==> src/lmpg_pkg.sv <==
// Shared types and constants of the LED matrix pattern generator.
package lmpg_pkg;

  // Field widths
  localparam int unsigned TIME_W     = 32;
  localparam int unsigned IDX_W      = 12;
  localparam int unsigned DIM_W      = 7;
  localparam int unsigned COLOR_W    = 8;
  localparam int unsigned RGB_W      = 3 * COLOR_W;
  localparam int unsigned MODE_W     = 2;
  localparam int unsigned PAL_W      = 2;
  localparam int unsigned CFG_IDX_W  = 3;
  localparam int unsigned CFG_DATA_W = 7;
  localparam int unsigned LIM_W      = 3;

  // Register indexes on the config port
  localparam logic [CFG_IDX_W-1:0] REG_EFFECT_MODE    = 3'd0;
  localparam logic [CFG_IDX_W-1:0] REG_PALETTE_SELECT = 3'd1;
  localparam logic [CFG_IDX_W-1:0] REG_MATRIX_WIDTH   = 3'd2;
  localparam logic [CFG_IDX_W-1:0] REG_MATRIX_HEIGHT  = 3'd3;
  localparam logic [CFG_IDX_W-1:0] REG_STROBE_ENABLE  = 3'd4;

  // Effect modes
  localparam logic [MODE_W-1:0] MODE_PULSE = 2'd0;
  localparam logic [MODE_W-1:0] MODE_STRIP = 2'd1;
  localparam logic [MODE_W-1:0] MODE_HBAR  = 2'd2;
  localparam logic [MODE_W-1:0] MODE_VBAR  = 2'd3;

  // Palettes
  localparam logic [PAL_W-1:0] PAL_FLAME   = 2'd0;
  localparam logic [PAL_W-1:0] PAL_GRASS   = 2'd1;
  localparam logic [PAL_W-1:0] PAL_RAINBOW = 2'd2;
  localparam logic [PAL_W-1:0] PAL_OCEAN   = 2'd3;

  // Base colour of each palette, {red, green, blue}
  localparam logic [RGB_W-1:0] PALETTE [4] = '{
    24'hFF0000, 24'h00FF00, 24'hFF00FF, 24'h0000FF
  };

  localparam logic [COLOR_W-1:0] FULL_ON = 8'hFF;

  // Strobe slot length in ms
  localparam int unsigned STROBE_SLOT_MS = 100;

  // Half widths (exclusive) of the strip dot and of the bars
  localparam logic [LIM_W-1:0] DOT_LIM = 3'd4;
  localparam logic [LIM_W-1:0] BAR_LIM = 3'd2;

  // Restoring divider for pixel index / width: steps per pipeline stage
  localparam int unsigned DIV_STEPS = 3;

  typedef struct packed {
    logic [DIM_W-1:0] rem;
    logic [IDX_W-1:0] num;
    logic [IDX_W-1:0] quo;
  } div_t;

endpackage

==> src/led_matrix_pattern_generator_top.sv <==
// LED matrix pattern generator: pixel colour pipeline with config registers.
//
// One pixel word enters per clock while the output is not stalled; the
// seven register stages split the frame-time modulo (a reciprocal multiply cut
// into two 16-bit partial products, then a remainder multiply), the triangle
// wave, the position products and the bound compare, while a restoring divider
// for row and column runs alongside, three quotient bits per stage. When the
// output word is not taken the whole pipeline holds, so in_ready drops only
// while a finished word waits at a stalled output. Config writes take effect
// at once; the user must make them while no word is in flight (not enforced).
module led_matrix_pattern_generator_top #(
  parameter int unsigned MAX_WIDTH       = 64,
  parameter int unsigned MAX_HEIGHT      = 64,
  parameter int unsigned PULSE_PERIOD_MS = 8000
) (
  input  logic                             clk,
  input  logic                             rst,
  input  logic                             cfg_write,
  input  logic [lmpg_pkg::CFG_IDX_W-1:0]   cfg_index,
  input  logic [lmpg_pkg::CFG_DATA_W-1:0]  cfg_data,
  input  logic                             in_valid,
  output logic                             in_ready,
  input  logic [lmpg_pkg::TIME_W-1:0]      frame_ms,
  input  logic [lmpg_pkg::IDX_W-1:0]       pixel_index,
  output logic                             out_valid,
  input  logic                             out_ready,
  output logic [lmpg_pkg::IDX_W-1:0]       out_index,
  output logic [lmpg_pkg::COLOR_W-1:0]     out_red,
  output logic [lmpg_pkg::COLOR_W-1:0]     out_green,
  output logic [lmpg_pkg::COLOR_W-1:0]     out_blue
);
  import lmpg_pkg::*;

  // Loop lengths: pulse, strip, bars, strobe slot
  localparam int unsigned NDIV  = 4;
  localparam int unsigned NLOOP = 3;
  localparam int unsigned DIV0  = PULSE_PERIOD_MS;
  localparam int unsigned DIV1  = PULSE_PERIOD_MS / 2;
  localparam int unsigned DIV2  = PULSE_PERIOD_MS / 8;
  localparam int unsigned DIV3  = STROBE_SLOT_MS;
  localparam int unsigned DMAX  = (DIV0 > DIV3) ? DIV0 : DIV3;
  localparam int unsigned REM_W = $clog2(DMAX + 1);

  // Reciprocals for exact 32-bit quotient: q = (t * RCP) >> SHF
  localparam int unsigned RCP_W = TIME_W + 1;
  localparam int unsigned TH_W  = TIME_W / 2;
  localparam int unsigned PP_W  = TH_W + RCP_W;
  localparam int unsigned SUM_W = TIME_W + RCP_W;
  localparam int unsigned SHF0  = TIME_W + $clog2(DIV0);
  localparam int unsigned SHF1  = TIME_W + $clog2(DIV1);
  localparam int unsigned SHF2  = TIME_W + $clog2(DIV2);
  localparam int unsigned SHF3  = TIME_W + $clog2(DIV3);
  localparam logic [63:0] RCP0 = ((64'd1 << SHF0) + 64'(DIV0) - 64'd1) / 64'(DIV0);
  localparam logic [63:0] RCP1 = ((64'd1 << SHF1) + 64'(DIV1) - 64'd1) / 64'(DIV1);
  localparam logic [63:0] RCP2 = ((64'd1 << SHF2) + 64'(DIV2) - 64'd1) / 64'(DIV2);
  localparam logic [63:0] RCP3 = ((64'd1 << SHF3) + 64'(DIV3) - 64'd1) / 64'(DIV3);
  localparam int unsigned SHF [NDIV] = '{SHF0, SHF1, SHF2, SHF3};
  localparam logic [RCP_W-1:0] RCP [NDIV] = '{
    RCP_W'(RCP0), RCP_W'(RCP1), RCP_W'(RCP2), RCP_W'(RCP3)
  };
  localparam logic [REM_W-1:0] DIVR [NLOOP] = '{
    REM_W'(DIV0), REM_W'(DIV1), REM_W'(DIV2)
  };
  localparam logic [REM_W-1:0] HALF [NLOOP] = '{
    REM_W'(DIV0 / 2), REM_W'(DIV1 / 2), REM_W'(DIV2 / 2)
  };

  // Pulse scale: 255 * tri / half0 through an exact reciprocal
  localparam int unsigned N0    = REM_W + COLOR_W;
  localparam int unsigned S0    = N0 + $clog2(DIV0 / 2);
  localparam int unsigned M0_W  = N0 + 1;
  localparam logic [63:0] M0_FULL =
    ((64'd1 << S0) + 64'(DIV0 / 2) - 64'd1) / 64'(DIV0 / 2);
  localparam logic [M0_W-1:0] M0 = M0_W'(M0_FULL);
  localparam int unsigned PM_W  = REM_W + M0_W;
  localparam int unsigned SC_W  = PM_W + COLOR_W;

  // Position products
  localparam int unsigned SPAN_W = 2 * DIM_W;
  localparam int unsigned P_W    = SPAN_W + REM_W;

  // Config registers
  logic [MODE_W-1:0]  effect_mode;
  logic [PAL_W-1:0]   palette_select;
  logic [DIM_W-1:0]   matrix_width;
  logic [DIM_W-1:0]   matrix_height;
  logic               strobe_enable;

  always_ff @(posedge clk) begin
    if (rst) begin
      effect_mode    <= MODE_PULSE;
      palette_select <= PAL_FLAME;
      matrix_width   <= DIM_W'(64);
      matrix_height  <= DIM_W'(1);
      strobe_enable  <= 1'b0;
    end else if (cfg_write) begin
      case (cfg_index)
        REG_EFFECT_MODE:    effect_mode    <= cfg_data[MODE_W-1:0];
        REG_PALETTE_SELECT: palette_select <= cfg_data[PAL_W-1:0];
        REG_MATRIX_WIDTH:   matrix_width   <= cfg_data[DIM_W-1:0];
        REG_MATRIX_HEIGHT:  matrix_height  <= cfg_data[DIM_W-1:0];
        REG_STROBE_ENABLE:  strobe_enable  <= cfg_data[0];
        default: ;
      endcase
    end
  end

  // Effective dimensions: zero acts as one, oversize saturates
  logic [DIM_W-1:0]  w_eff;
  logic [DIM_W-1:0]  h_eff;
  logic [SPAN_W-1:0] area;

  always_comb begin
    w_eff = matrix_width;
    if (matrix_width == '0) begin
      w_eff = DIM_W'(1);
    end else if (32'(matrix_width) > MAX_WIDTH) begin
      w_eff = DIM_W'(MAX_WIDTH);
    end
    h_eff = matrix_height;
    if (matrix_height == '0) begin
      h_eff = DIM_W'(1);
    end else if (32'(matrix_height) > MAX_HEIGHT) begin
      h_eff = DIM_W'(MAX_HEIGHT);
    end
  end

  // Pixel count, used four stages after entry
  always_ff @(posedge clk) begin
    area <= SPAN_W'(w_eff) * SPAN_W'(h_eff);
  end

  // One restoring division step: next dividend bit into the remainder
  function automatic div_t div_step(input div_t s, input logic [DIM_W-1:0] d);
    logic [DIM_W:0] trial;
    div_t r;
    trial = {s.rem, s.num[IDX_W-1]};
    r.num = s.num << 1;
    if (trial >= {1'b0, d}) begin
      r.rem = DIM_W'(trial - {1'b0, d});
      r.quo = {s.quo[IDX_W-2:0], 1'b1};
    end else begin
      r.rem = trial[DIM_W-1:0];
      r.quo = {s.quo[IDX_W-2:0], 1'b0};
    end
    return r;
  endfunction

  function automatic div_t div_stage(input div_t s, input logic [DIM_W-1:0] d);
    div_t r;
    r = s;
    for (int j = 0; j < DIV_STEPS; j++) begin
      r = div_step(r, d);
    end
    return r;
  endfunction

  // Pipeline advance: everything moves unless a finished word is stalled
  logic adv;
  assign adv      = !out_valid || out_ready;
  assign in_ready = adv;

  // Stage a: reciprocal partial products, first divider steps
  logic                a_valid;
  logic [PP_W-1:0]     a_pp_hi [NDIV];
  logic [PP_W-1:0]     a_pp_lo [NDIV];
  logic [REM_W-1:0]    a_t_lo;
  logic [IDX_W-1:0]    a_idx;
  div_t                a_div;
  div_t                div_in;

  assign div_in = '{rem: '0, num: pixel_index, quo: '0};

  always_ff @(posedge clk) begin
    if (rst) begin
      a_valid <= 1'b0;
    end else if (adv) begin
      a_valid <= in_valid;
    end
  end

  always_ff @(posedge clk) begin
    if (adv) begin
      for (int k = 0; k < NDIV; k++) begin
        a_pp_hi[k] <= PP_W'(frame_ms[TIME_W-1:TH_W]) * PP_W'(RCP[k]);
        a_pp_lo[k] <= PP_W'(frame_ms[TH_W-1:0]) * PP_W'(RCP[k]);
      end
      a_t_lo <= frame_ms[REM_W-1:0];
      a_idx  <= pixel_index;
      a_div  <= div_stage(div_in, w_eff);
    end
  end

  // Stage b: quotient low bits, strobe slot parity
  logic                b_valid;
  logic [SUM_W-1:0]    quo_b [NDIV];
  logic [REM_W-1:0]    b_qlo [NLOOP];
  logic                b_odd;
  logic [REM_W-1:0]    b_t_lo;
  logic [IDX_W-1:0]    b_idx;
  div_t                b_div;

  always_comb begin
    for (int k = 0; k < NDIV; k++) begin
      quo_b[k] = ((SUM_W'(a_pp_hi[k]) << TH_W) + SUM_W'(a_pp_lo[k])) >> SHF[k];
    end
  end

  always_ff @(posedge clk) begin
    if (rst) begin
      b_valid <= 1'b0;
    end else if (adv) begin
      b_valid <= a_valid;
    end
  end

  always_ff @(posedge clk) begin
    if (adv) begin
      for (int k = 0; k < NLOOP; k++) begin
        b_qlo[k] <= quo_b[k][REM_W-1:0];
      end
      b_odd  <= quo_b[NDIV-1][0];
      b_t_lo <= a_t_lo;
      b_idx  <= a_idx;
      b_div  <= div_stage(a_div, w_eff);
    end
  end

  // Stage c: remainders t mod loop
  logic                c_valid;
  logic [REM_W-1:0]    c_rem [NLOOP];
  logic                c_odd;
  logic [IDX_W-1:0]    c_idx;
  div_t                c_div;

  always_ff @(posedge clk) begin
    if (rst) begin
      c_valid <= 1'b0;
    end else if (adv) begin
      c_valid <= b_valid;
    end
  end

  always_ff @(posedge clk) begin
    if (adv) begin
      for (int k = 0; k < NLOOP; k++) begin
        c_rem[k] <= b_t_lo - REM_W'(b_qlo[k] * DIVR[k]);
      end
      c_odd <= b_odd;
      c_idx <= b_idx;
      c_div <= div_stage(b_div, w_eff);
    end
  end

  // Stage d: triangle waves, divider done (quo = row, rem = column)
  logic                d_valid;
  logic [REM_W-1:0]    dist_d [NLOOP];
  logic [REM_W-1:0]    d_tri [NLOOP];
  logic                d_odd;
  logic [IDX_W-1:0]    d_idx;
  div_t                d_div;

  always_comb begin
    for (int k = 0; k < NLOOP; k++) begin
      dist_d[k] = (c_rem[k] >= HALF[k]) ? (c_rem[k] - HALF[k]) : (HALF[k] - c_rem[k]);
    end
  end

  always_ff @(posedge clk) begin
    if (rst) begin
      d_valid <= 1'b0;
    end else if (adv) begin
      d_valid <= c_valid;
    end
  end

  always_ff @(posedge clk) begin
    if (adv) begin
      for (int k = 0; k < NLOOP; k++) begin
        d_tri[k] <= HALF[k] - dist_d[k];
      end
      d_odd <= c_odd;
      d_idx <= c_idx;
      d_div <= div_stage(c_div, w_eff);
    end
  end

  // Stage e: span * tri, pulse scale product, coordinate select
  logic                e_valid;
  logic [SPAN_W-1:0]   span_e;
  logic [REM_W-1:0]    tri_e;
  logic [IDX_W-1:0]    v_e;
  logic [P_W-1:0]      e_p;
  logic [PM_W-1:0]     e_pm;
  logic [IDX_W-1:0]    e_v;
  logic                e_odd;
  logic [IDX_W-1:0]    e_idx;

  always_comb begin
    case (effect_mode)
      MODE_HBAR: begin
        span_e = SPAN_W'(w_eff);
        tri_e  = d_tri[2];
        v_e    = IDX_W'(d_div.rem);
      end
      MODE_VBAR: begin
        span_e = SPAN_W'(h_eff);
        tri_e  = d_tri[2];
        v_e    = d_div.quo;
      end
      default: begin
        span_e = area;
        tri_e  = d_tri[1];
        v_e    = d_idx;
      end
    endcase
  end

  always_ff @(posedge clk) begin
    if (rst) begin
      e_valid <= 1'b0;
    end else if (adv) begin
      e_valid <= d_valid;
    end
  end

  always_ff @(posedge clk) begin
    if (adv) begin
      e_p   <= P_W'(span_e) * P_W'(tri_e);
      e_pm  <= PM_W'(d_tri[0]) * PM_W'(M0);
      e_v   <= v_e;
      e_odd <= d_odd;
      e_idx <= d_idx;
    end
  end

  // Stage f: window bounds on span*tri, pulse level
  logic                f_valid;
  logic [REM_W-1:0]    half_f;
  logic [LIM_W-1:0]    lim_f;
  logic [SC_W-1:0]     scaled_f;
  logic [SC_W-1:0]     level_f;
  logic [P_W-1:0]      f_lb;
  logic [P_W-1:0]      f_ub;
  logic [P_W-1:0]      f_p;
  logic [COLOR_W-1:0]  f_level;
  logic                f_odd;
  logic [IDX_W-1:0]    f_idx;

  always_comb begin
    half_f   = (effect_mode == MODE_STRIP) ? HALF[1] : HALF[2];
    lim_f    = (effect_mode == MODE_STRIP) ? DOT_LIM : BAR_LIM;
    scaled_f = (SC_W'(e_pm) << COLOR_W) - SC_W'(e_pm);
    level_f  = scaled_f >> S0;
  end

  always_ff @(posedge clk) begin
    if (rst) begin
      f_valid <= 1'b0;
    end else if (adv) begin
      f_valid <= e_valid;
    end
  end

  always_ff @(posedge clk) begin
    if (adv) begin
      // lit when (v - lim + 1) * half <= p < (v + lim) * half
      if (e_v < IDX_W'(lim_f - LIM_W'(1))) begin
        f_lb <= '0;
      end else begin
        f_lb <= P_W'(e_v - IDX_W'(lim_f - LIM_W'(1))) * P_W'(half_f);
      end
      f_ub    <= (P_W'(e_v) + P_W'(lim_f)) * P_W'(half_f);
      f_p     <= e_p;
      f_level <= level_f[COLOR_W-1:0];
      f_odd   <= e_odd;
      f_idx   <= e_idx;
    end
  end

  // Stage g: output word
  logic               lit_g;
  logic [RGB_W-1:0]   base_g;
  logic [RGB_W-1:0]   rgb_g;

  always_comb begin
    lit_g  = (f_p >= f_lb) && (f_p < f_ub);
    base_g = PALETTE[palette_select];
    if (strobe_enable && f_odd) begin
      rgb_g = {FULL_ON, FULL_ON, FULL_ON};
    end else if (effect_mode == MODE_PULSE) begin
      // base channels are all-on or off: scaled level or black
      for (int c = 0; c < 3; c++) begin
        rgb_g[c*COLOR_W +: COLOR_W] = (base_g[c*COLOR_W +: COLOR_W] != '0) ? f_level : '0;
      end
    end else begin
      rgb_g = lit_g ? base_g : '0;
    end
  end

  always_ff @(posedge clk) begin
    if (rst) begin
      out_valid <= 1'b0;
    end else if (adv) begin
      out_valid <= f_valid;
    end
  end

  always_ff @(posedge clk) begin
    if (adv) begin
      out_index <= f_idx;
      out_red   <= rgb_g[2*COLOR_W +: COLOR_W];
      out_green <= rgb_g[COLOR_W +: COLOR_W];
      out_blue  <= rgb_g[0 +: COLOR_W];
    end
  end

  // A stalled output word holds the whole pipe
  a_stall_blocks_input: assert property (@(posedge clk) disable iff (rst)
    out_valid && !out_ready |-> !in_ready)
    else $error("input taken while output stalled");

  // Row and column from the divider rebuild the index
  a_divider_exact: assert property (@(posedge clk) disable iff (rst)
    d_valid |-> ((20'(d_div.quo) * 20'(w_eff) + 20'(d_div.rem)) == 20'(d_idx))
                && (d_div.rem < w_eff))
    else $error("row/column split wrong");

  // Triangle values never exceed half the loop
  a_tri_range: assert property (@(posedge clk) disable iff (rst)
    d_valid |-> (d_tri[0] <= HALF[0]) && (d_tri[1] <= HALF[1]) && (d_tri[2] <= HALF[2]))
    else $error("triangle out of range");

  // Flame palette without strobe has no green or blue
  a_flame_dark: assert property (@(posedge clk) disable iff (rst)
    out_valid && !strobe_enable && (palette_select == PAL_FLAME)
      |-> (out_green == '0) && (out_blue == '0))
    else $error("flame pixel has green or blue");

endmodule

==> config.mk <==
export PLATFORM = sky130hd
export DESIGN_NAME = led_matrix_pattern_generator_top
export DESIGN_NICKNAME = d
export VERILOG_FILES = /design/src/lmpg_pkg.sv /design/src/led_matrix_pattern_generator_top.sv
export SDC_FILE = /design/constraint.sdc
export NUM_CORES = 2
export LEC_CHECK = 0
export BUFFER_PORTS_ARGS = -buffer_cell sky130_fd_sc_hd__buf_2
export CAP_MARGIN = 20
export CORE_MARGIN = 2
export CORE_UTILIZATION = 64
export CTS_CLUSTER_DIAMETER = 200
export DETAILED_ROUTE_END_ITERATION = 8
export PLACE_DENSITY = 0.81
export SETUP_SLACK_MARGIN = 0.02
export SYNTH_ARGS = -nofsm -noshare
export SYNTH_HDL_FRONTEND = slang
export SYNTH_SLANG_ARGS = --single-unit
==> constraint.sdc <==
create_clock -name clk -period 37.2 [get_ports clk]
set_clock_uncertainty 0.2 [all_clocks]
set_input_delay 0 -clock clk [delete_from_list [all_inputs] [get_ports clk]]
set_output_delay 0 -clock clk [all_outputs]
set_load 0.02 [all_outputs]
* Yosys cells after proc, flatten, opt, wreduce, memory -nomap -nowiden
Memories as Yosys holds them, arrays and structs flattened.
Cells that the tools add are included.
** Word-level totals
- Register bits :: 416
- Memory bits (writable) :: 509
- Input bits :: 59
- Output and inout port bits :: 38
- Word-level logic and storage cells :: 197
- Memories kept :: 5
** Cells by class
- $add $sub $neg :: 32
- Multipliers :: 12
- Order comparisons :: 21
- Equal/unequal tests :: 7
- Muxes and demuxes :: 54
- Bitwise logic cells :: 1
- Reduce and logical (&&, ||, !) cells :: 17
** Memories
- a_pp_hi :: words 4, width 49, read ports 4, clocked after memory_dff 0, wr ports 4, RTL line led_matrix_pattern_generator_top.sv:165 : logic [PP_W-1:0] a_pp_hi [NDIV];
- a_pp_lo :: words 4, width 49, read ports 4, clocked after memory_dff 0, wr ports 4, RTL line led_matrix_pattern_generator_top.sv:166 : logic [PP_W-1:0] a_pp_lo [NDIV];
- b_qlo :: words 3, width 13, read ports 3, clocked after memory_dff 0, wr ports 3, RTL line led_matrix_pattern_generator_top.sv:197 : logic [REM_W-1:0] b_qlo [NLOOP];
- c_rem :: words 3, width 13, read ports 3, clocked after memory_dff 0, wr ports 3, RTL line led_matrix_pattern_generator_top.sv:231 : logic [REM_W-1:0] c_rem [NLOOP];
- d_tri :: words 3, width 13, read ports 3, clocked after memory_dff 0, wr ports 3, RTL line led_matrix_pattern_generator_top.sv:258 : logic [REM_W-1:0] d_tri [NLOOP];
** Operators by type and width (count)
- two-way mux 7 bit :: 24
- multiplier 16 x 33 -> 49 bit (second input constant) :: 2
- two-way mux 24 bit :: 4
- multiplier 16 x 29 -> 45 bit (second input constant) :: 2
- >= comparator 8 x 7 -> 1 bit :: 11
- subtractor 7 bit :: 11
- adder 58 x 49 -> 58 bit :: 1
- adder 57 x 49 -> 57 bit :: 1
- adder 55 x 49 -> 55 bit :: 1
- two-way mux 13 bit :: 4
- binary-select mux 24 bit (select 2 bit) :: 1
- subtractor 41 x 35 -> 41 bit :: 1
- adder 40 bit :: 1
- subtractor 13 bit :: 3
- multiplier 13 x 20 -> 33 bit (second input constant) :: 1
- case mux 14 bit (2 select lines) :: 1
- >= comparator 27 bit :: 1
- less-than comparator 27 bit :: 1
- multiplier 14 x 13 -> 27 bit :: 1
- subtractor 11 x 13 -> 13 bit (first input constant) :: 2
- subtractor 12 x 13 -> 13 bit (first input constant) :: 2
- subtractor 9 x 13 -> 13 bit (first input constant) :: 2
- multiplier 13 x 12 -> 25 bit :: 1
- multiplier 13 x 11 -> 24 bit :: 1
- 38 further kinds :: 64

* Longest topological paths before layout
- Depth after elaboration :: 11
- Depth in mapped cells :: 37
- Depth with buffers taken out :: 35

* Worst setup path after synthesis
No wires, ideal clock.
- Path type :: register to register
- Start point :: register out_valid
- End point :: register a_valid
- Library setup time :: 0.163 ns
- Arrival time :: 16.350 ns
- Required time :: 36.837 ns
- Path slack :: 20.487 ns
- Stages on the path, launching flop included :: 5
- Buffers on the path :: 1
- Period minus slack after synthesis :: 16.713 ns
- Cells stage by stage :: dfxtp_1 -> nand2b_1 -> clkbuf_1 -> mux2i_1 -> nor2_1
** Between the ends
- Word-level cells in the longest chain between the ends :: 2
** RTL lines
- start: declaration :: RTL line led_matrix_pattern_generator_top.sv:25 : output logic out_valid,
- start signal: assignment :: RTL line led_matrix_pattern_generator_top.sv:405 : out_valid <= f_valid;
- logical NOT 1 bit :: RTL line led_matrix_pattern_generator_top.sv:160 : assign adv = !out_valid || out_ready;
- logical OR 1 bit :: RTL line led_matrix_pattern_generator_top.sv:160
- net in_ready :: RTL line led_matrix_pattern_generator_top.sv:22 : output logic in_ready,
- end signal: assignment :: RTL line led_matrix_pattern_generator_top.sv:178 : a_valid <= in_valid;
- end: declaration :: RTL line led_matrix_pattern_generator_top.sv:164 : logic a_valid;
The timed path passes the listed nets, and every way through them passes these cells.
A chain may end at the register's enable or synchronous reset.

* Final worst setup path
- Start point :: register matrix_width[6]
- End point :: register b_div[29] (netlist bit) (data pin)
** Between the ends
- Word-level cells in the longest chain between the ends :: 11
- Elaborated cells between the ends (all ways) :: 15
- Those cells by class :: 3 x add/sub; 4 x order compare; 7 x mux; 1 x reduce/logical
** RTL lines
- start: declaration :: RTL line led_matrix_pattern_generator_top.sv:85 : logic [DIM_W-1:0] matrix_width;
- start signal: assignment :: RTL line led_matrix_pattern_generator_top.sv:100 : REG_MATRIX_WIDTH: matrix_width <= cfg_data[DIM_W-1:0];
- > comparator 7 bit :: RTL line led_matrix_pattern_generator_top.sv:117 : end else if (32'(matrix_width) > MAX_WIDTH) begin
- two-way mux 7 bit :: RTL line led_matrix_pattern_generator_top.sv:117
- two-way mux 7 bit * :: RTL line led_matrix_pattern_generator_top.sv:115 : if (matrix_width == '0) begin
- subtractor 7 bit or >= comparator 8 x 7 -> 1 bit (tied branches) :: RTL line led_matrix_pattern_generator_top.sv:140, led_matrix_pattern_generator_top.sv:139
- two-way mux 7 bit :: RTL line led_matrix_pattern_generator_top.sv:139 : if (trial >= {1'b0, d}) begin
- two-way mux 7 bit :: RTL line led_matrix_pattern_generator_top.sv:218 : if (adv) begin
- subtractor 7 bit or >= comparator 8 x 7 -> 1 bit (tied branches) :: RTL line led_matrix_pattern_generator_top.sv:140, led_matrix_pattern_generator_top.sv:139
- two-way mux 7 bit :: RTL line led_matrix_pattern_generator_top.sv:139
- two-way mux 7 bit :: RTL line led_matrix_pattern_generator_top.sv:218
- subtractor 7 bit or >= comparator 8 x 7 -> 1 bit (tied branches) :: RTL line led_matrix_pattern_generator_top.sv:140, led_matrix_pattern_generator_top.sv:139
- two-way mux 7 bit * :: RTL line led_matrix_pattern_generator_top.sv:139
- end signal: assignment :: RTL line led_matrix_pattern_generator_top.sv:225 : b_div <= div_stage(a_div, w_eff);
- end: declaration :: RTL line led_matrix_pattern_generator_top.sv:201 : div_t b_div;
Mark *: on every way between the ends. The rest lies on a longest branch, timed or not. The select of a mux whose other input is x is not followed.

==> results.json <==
{
  "r2r_end": "b_div[29]",
  "cts_buffer_depth": 3,
  "synth_cells": 6338,
  "cts_setup_buffers": 0,
  "cap_violations": 0,
  "avgSynthCellArea_um2": 10.70,
  "endpoint": "b_div[29]",
  "synth_enable_flop_cells": 533,
  "postRouteAntennaNets": 0,
  "cts_tree": "built",
  "post-route-period-util": 0.2322,
  "grt_use_total": 0.2904,
  "antenna_cells": 0,
  "synth_most_common_cell": "inv_1",
  "required_ps": 37370,
  "outcome": "completed",
  "dieArea_um2": 108600,
  "fin_util": 0.6935,
  "rows": 119,
  "viasPerCell": 5.678,
  "reg2reg_depth": 34,
  "yosys.area.top_type": "fa_1",
  "worstPathArrival_ps": 8810,
  "relSlewSlack": 0.2513,
  "wl_mm": 152.3,
  "max_freq_ghz": 0.1158,
  "die_w_um": 329.5,
  "whs_ps": 50.50,
  "h-tree-depth": 3,
  "synthArstFlopShare": 0,
  "numPortBuffers": 96,
  "grt_first_pass_wirelength_mm": 248.3,
  "yosys-top-cells-area": "fa_1 (25%), edfxtp_1 (24%), ha_1 (21%), inv_1 (7.4%), xnor2_1 (3.3%)",
  "rsz0062_at_grt": "false",
  "crit_path_max_incr_delay_ps": 550,
  "grt_pass1_vias": 48400,
  "clk_latency_ps": 650,
  "grt_max_degree": 183,
  "reg2reg_from": "matrix_width[6]",
  "critPathLaunchType": "register",
  "end_kind": "register",
  "io_pins": 97,
  "hold_depth": 5,
  "core_area_um2": 105300,
  "yosysWarnings": 0,
  "num-fill-cells": 7611,
  "cts_root_buf": "clkbuf_16",
  "crit_slowest_cell": "a21oi_1",
  "routedWlPerCell_um": 19.09,
  "synth_top_flop_cell": "edfxtp_1",
  "final.min_clock_period_ps": 8638,
  "drt_iter0_drc": 2829,
  "tightestPinTransition_ps": 1121,
  "post_cts_resized": 0,
  "syn_to_final_growth_pct": 7.643,
  "min_path_type": "primary input to register",
  "yosysSeqAreaShare": 0.2478,
  "worstPathMaxFanout": 13,
  "synth-seq-cells": 573,
  "setup_tns_ps": 0,
  "cts_hold_buf": 70,
  "cts-buffers-inserted": 66,
  "firstDrtPassIters": 6,
  "die_height_um": 329.5,
  "timing_worst_setup_path_type": "register to register",
  "clk_pin_slew_ps": 60,
  "final_max_slew_viol_count": 0,
  "drive_gt1_frac": 0.04950,
  "ys_types": 79,
  "vias": 45300,
  "cp-startpoint": "matrix_width[6]",
  "synth_common_cells": "inv_1 (1338), ha_1 (1117), fa_1 (837)",
  "antenna_found_initial": 2,
  "cts.sinks": 573,
  "hold_viol_final": 0,
  "gp_congestion": 0.9360,
  "drc": 0,
  "initial_utilization": 0.6443,
  "synth_area_um2": 67820,
  "rrSetupSlack_ps": 28560,
  "gr-total-overflow": 0,
  "netlist.area_leader.share": 0.2471,
  "final_nets": 8548,
  "dpl.hpwl_mm": 123.0,
  "setup_violations": 0
}
[worst min path at each step]
| stage | start | endpoint | slack (ps) |
|---|---|---|---|
| floorplan | pixel_index[0] | a_idx[0] | -100 |
| global placement | pixel_index[6] | a_idx[6] | -20 |
| detailed placement | pixel_index[5] | a_idx[5] | -20 |
| CTS | frame_ms[30] | a_pp_hi[2][35] | 10 |
| global route | cfg_data[3] | matrix_width[3] | 100 |
| finish | frame_ms[30] | a_pp_hi[2][35] | 50 |
[state kept, by name (all words and copies together) (netlist names), 16 cells and up]
register  count
a_pp_hi      53
e_pm         33
c_rem        31
a_pp_lo      53
e_p          27
f_ub         22
c_div        16
d_div        19
f_p          27
d_tri        37
f_lb         23
[stage by stage]
step	instance area [µm²]	setup WS, ps	instances
after CTS	72980	28710	7975
after global placement	70000	29000	7785
after floorplan	67830	20490	6339
final	73010	28560	7977
after detailed placement	70010	28780	7786
after global routing	73010	28080	7977
[cell families (layout without fill, tap and decap cells)]
logic type,Yosys count,in the layout,share of synthesized area
and+or+nand+nor,1073,1073,0.07508
DFF,573,573,0.2478
AOI/OAI and AO/OA,840,840,0.07999
muxes,98,98,0.01528
adders and majority gates,1955,1955,0.4533
buffers and inverters,1410,1657,0.07831
xor gates and xnor gates,388,388,0.05022
other,1,2,0.00005529
[routing by layer]
layer  global-route usage  share of wire  vias up
met5                    0        0.00018        -
met4               0.1115          0.041        4
met3              0.03920          0.054      348
met2               0.5129           0.51     1277
met1               0.3627           0.40    22370
li1                     -              -    21290
[area by class of cell]
| class | instances | area [µm²] | share of cell area |
|---|---|---|---|
| timing repair buffer | 196 | 1431 | 0.01961 |
| sequential | 573 | 16810 | 0.2302 |
| tap | 1391 | 1740 | 0.02384 |
| multi-input combinational | 4356 | 45720 | 0.6263 |
| clock inverter | 40 | 515.5 | 0.007061 |
| inverter | 1342 | 5037 | 0.06900 |
| clock buffer | 79 | 1752 | 0.02399 |
[worst max-delay path: cells and delay by family, from the launching register on]
family / cells / cell delay, ps
AOI/OAI and AO/OA: 15 / 3230
adders and majority gates: 4 / 1190
buffers and inverters: 5 / 1170
muxes: 3 / 1070
and+or+nand+nor: 7 / 1050
DFF: 1 / 410
[cells in the final DEF (no fill, tap or decap), types with 28 or more instances in the layout]
cell type,netlist,layout
o21bai_1,37,37
buf_2,3,96
o21a_1,50,50
ha_1,1117,1117
xor2_1,128,128
nand3_1,60,60
and2_1,61,61
nand2b_1,55,54
a21oi_1,253,253
nor2_1,351,351
nor2b_1,75,75
o21ai_0,157,157
inv_1,1338,1338
fa_1,837,837
a21o_1,145,145
edfxtp_1,533,533
dfxtp_1,40,39
mux2i_1,54,54
nand2_1,271,271
or2_2,28,28
mux2_2,44,44
dlygate4sd3_1,0,70
nand4_1,31,31
nor3_1,56,56
clkbuf_16,0,67
xnor2_1,259,259
Power is left out: the tool's default activity adds up to more than one toggle a clock period on the data nets, which glitch-free logic cannot reach.
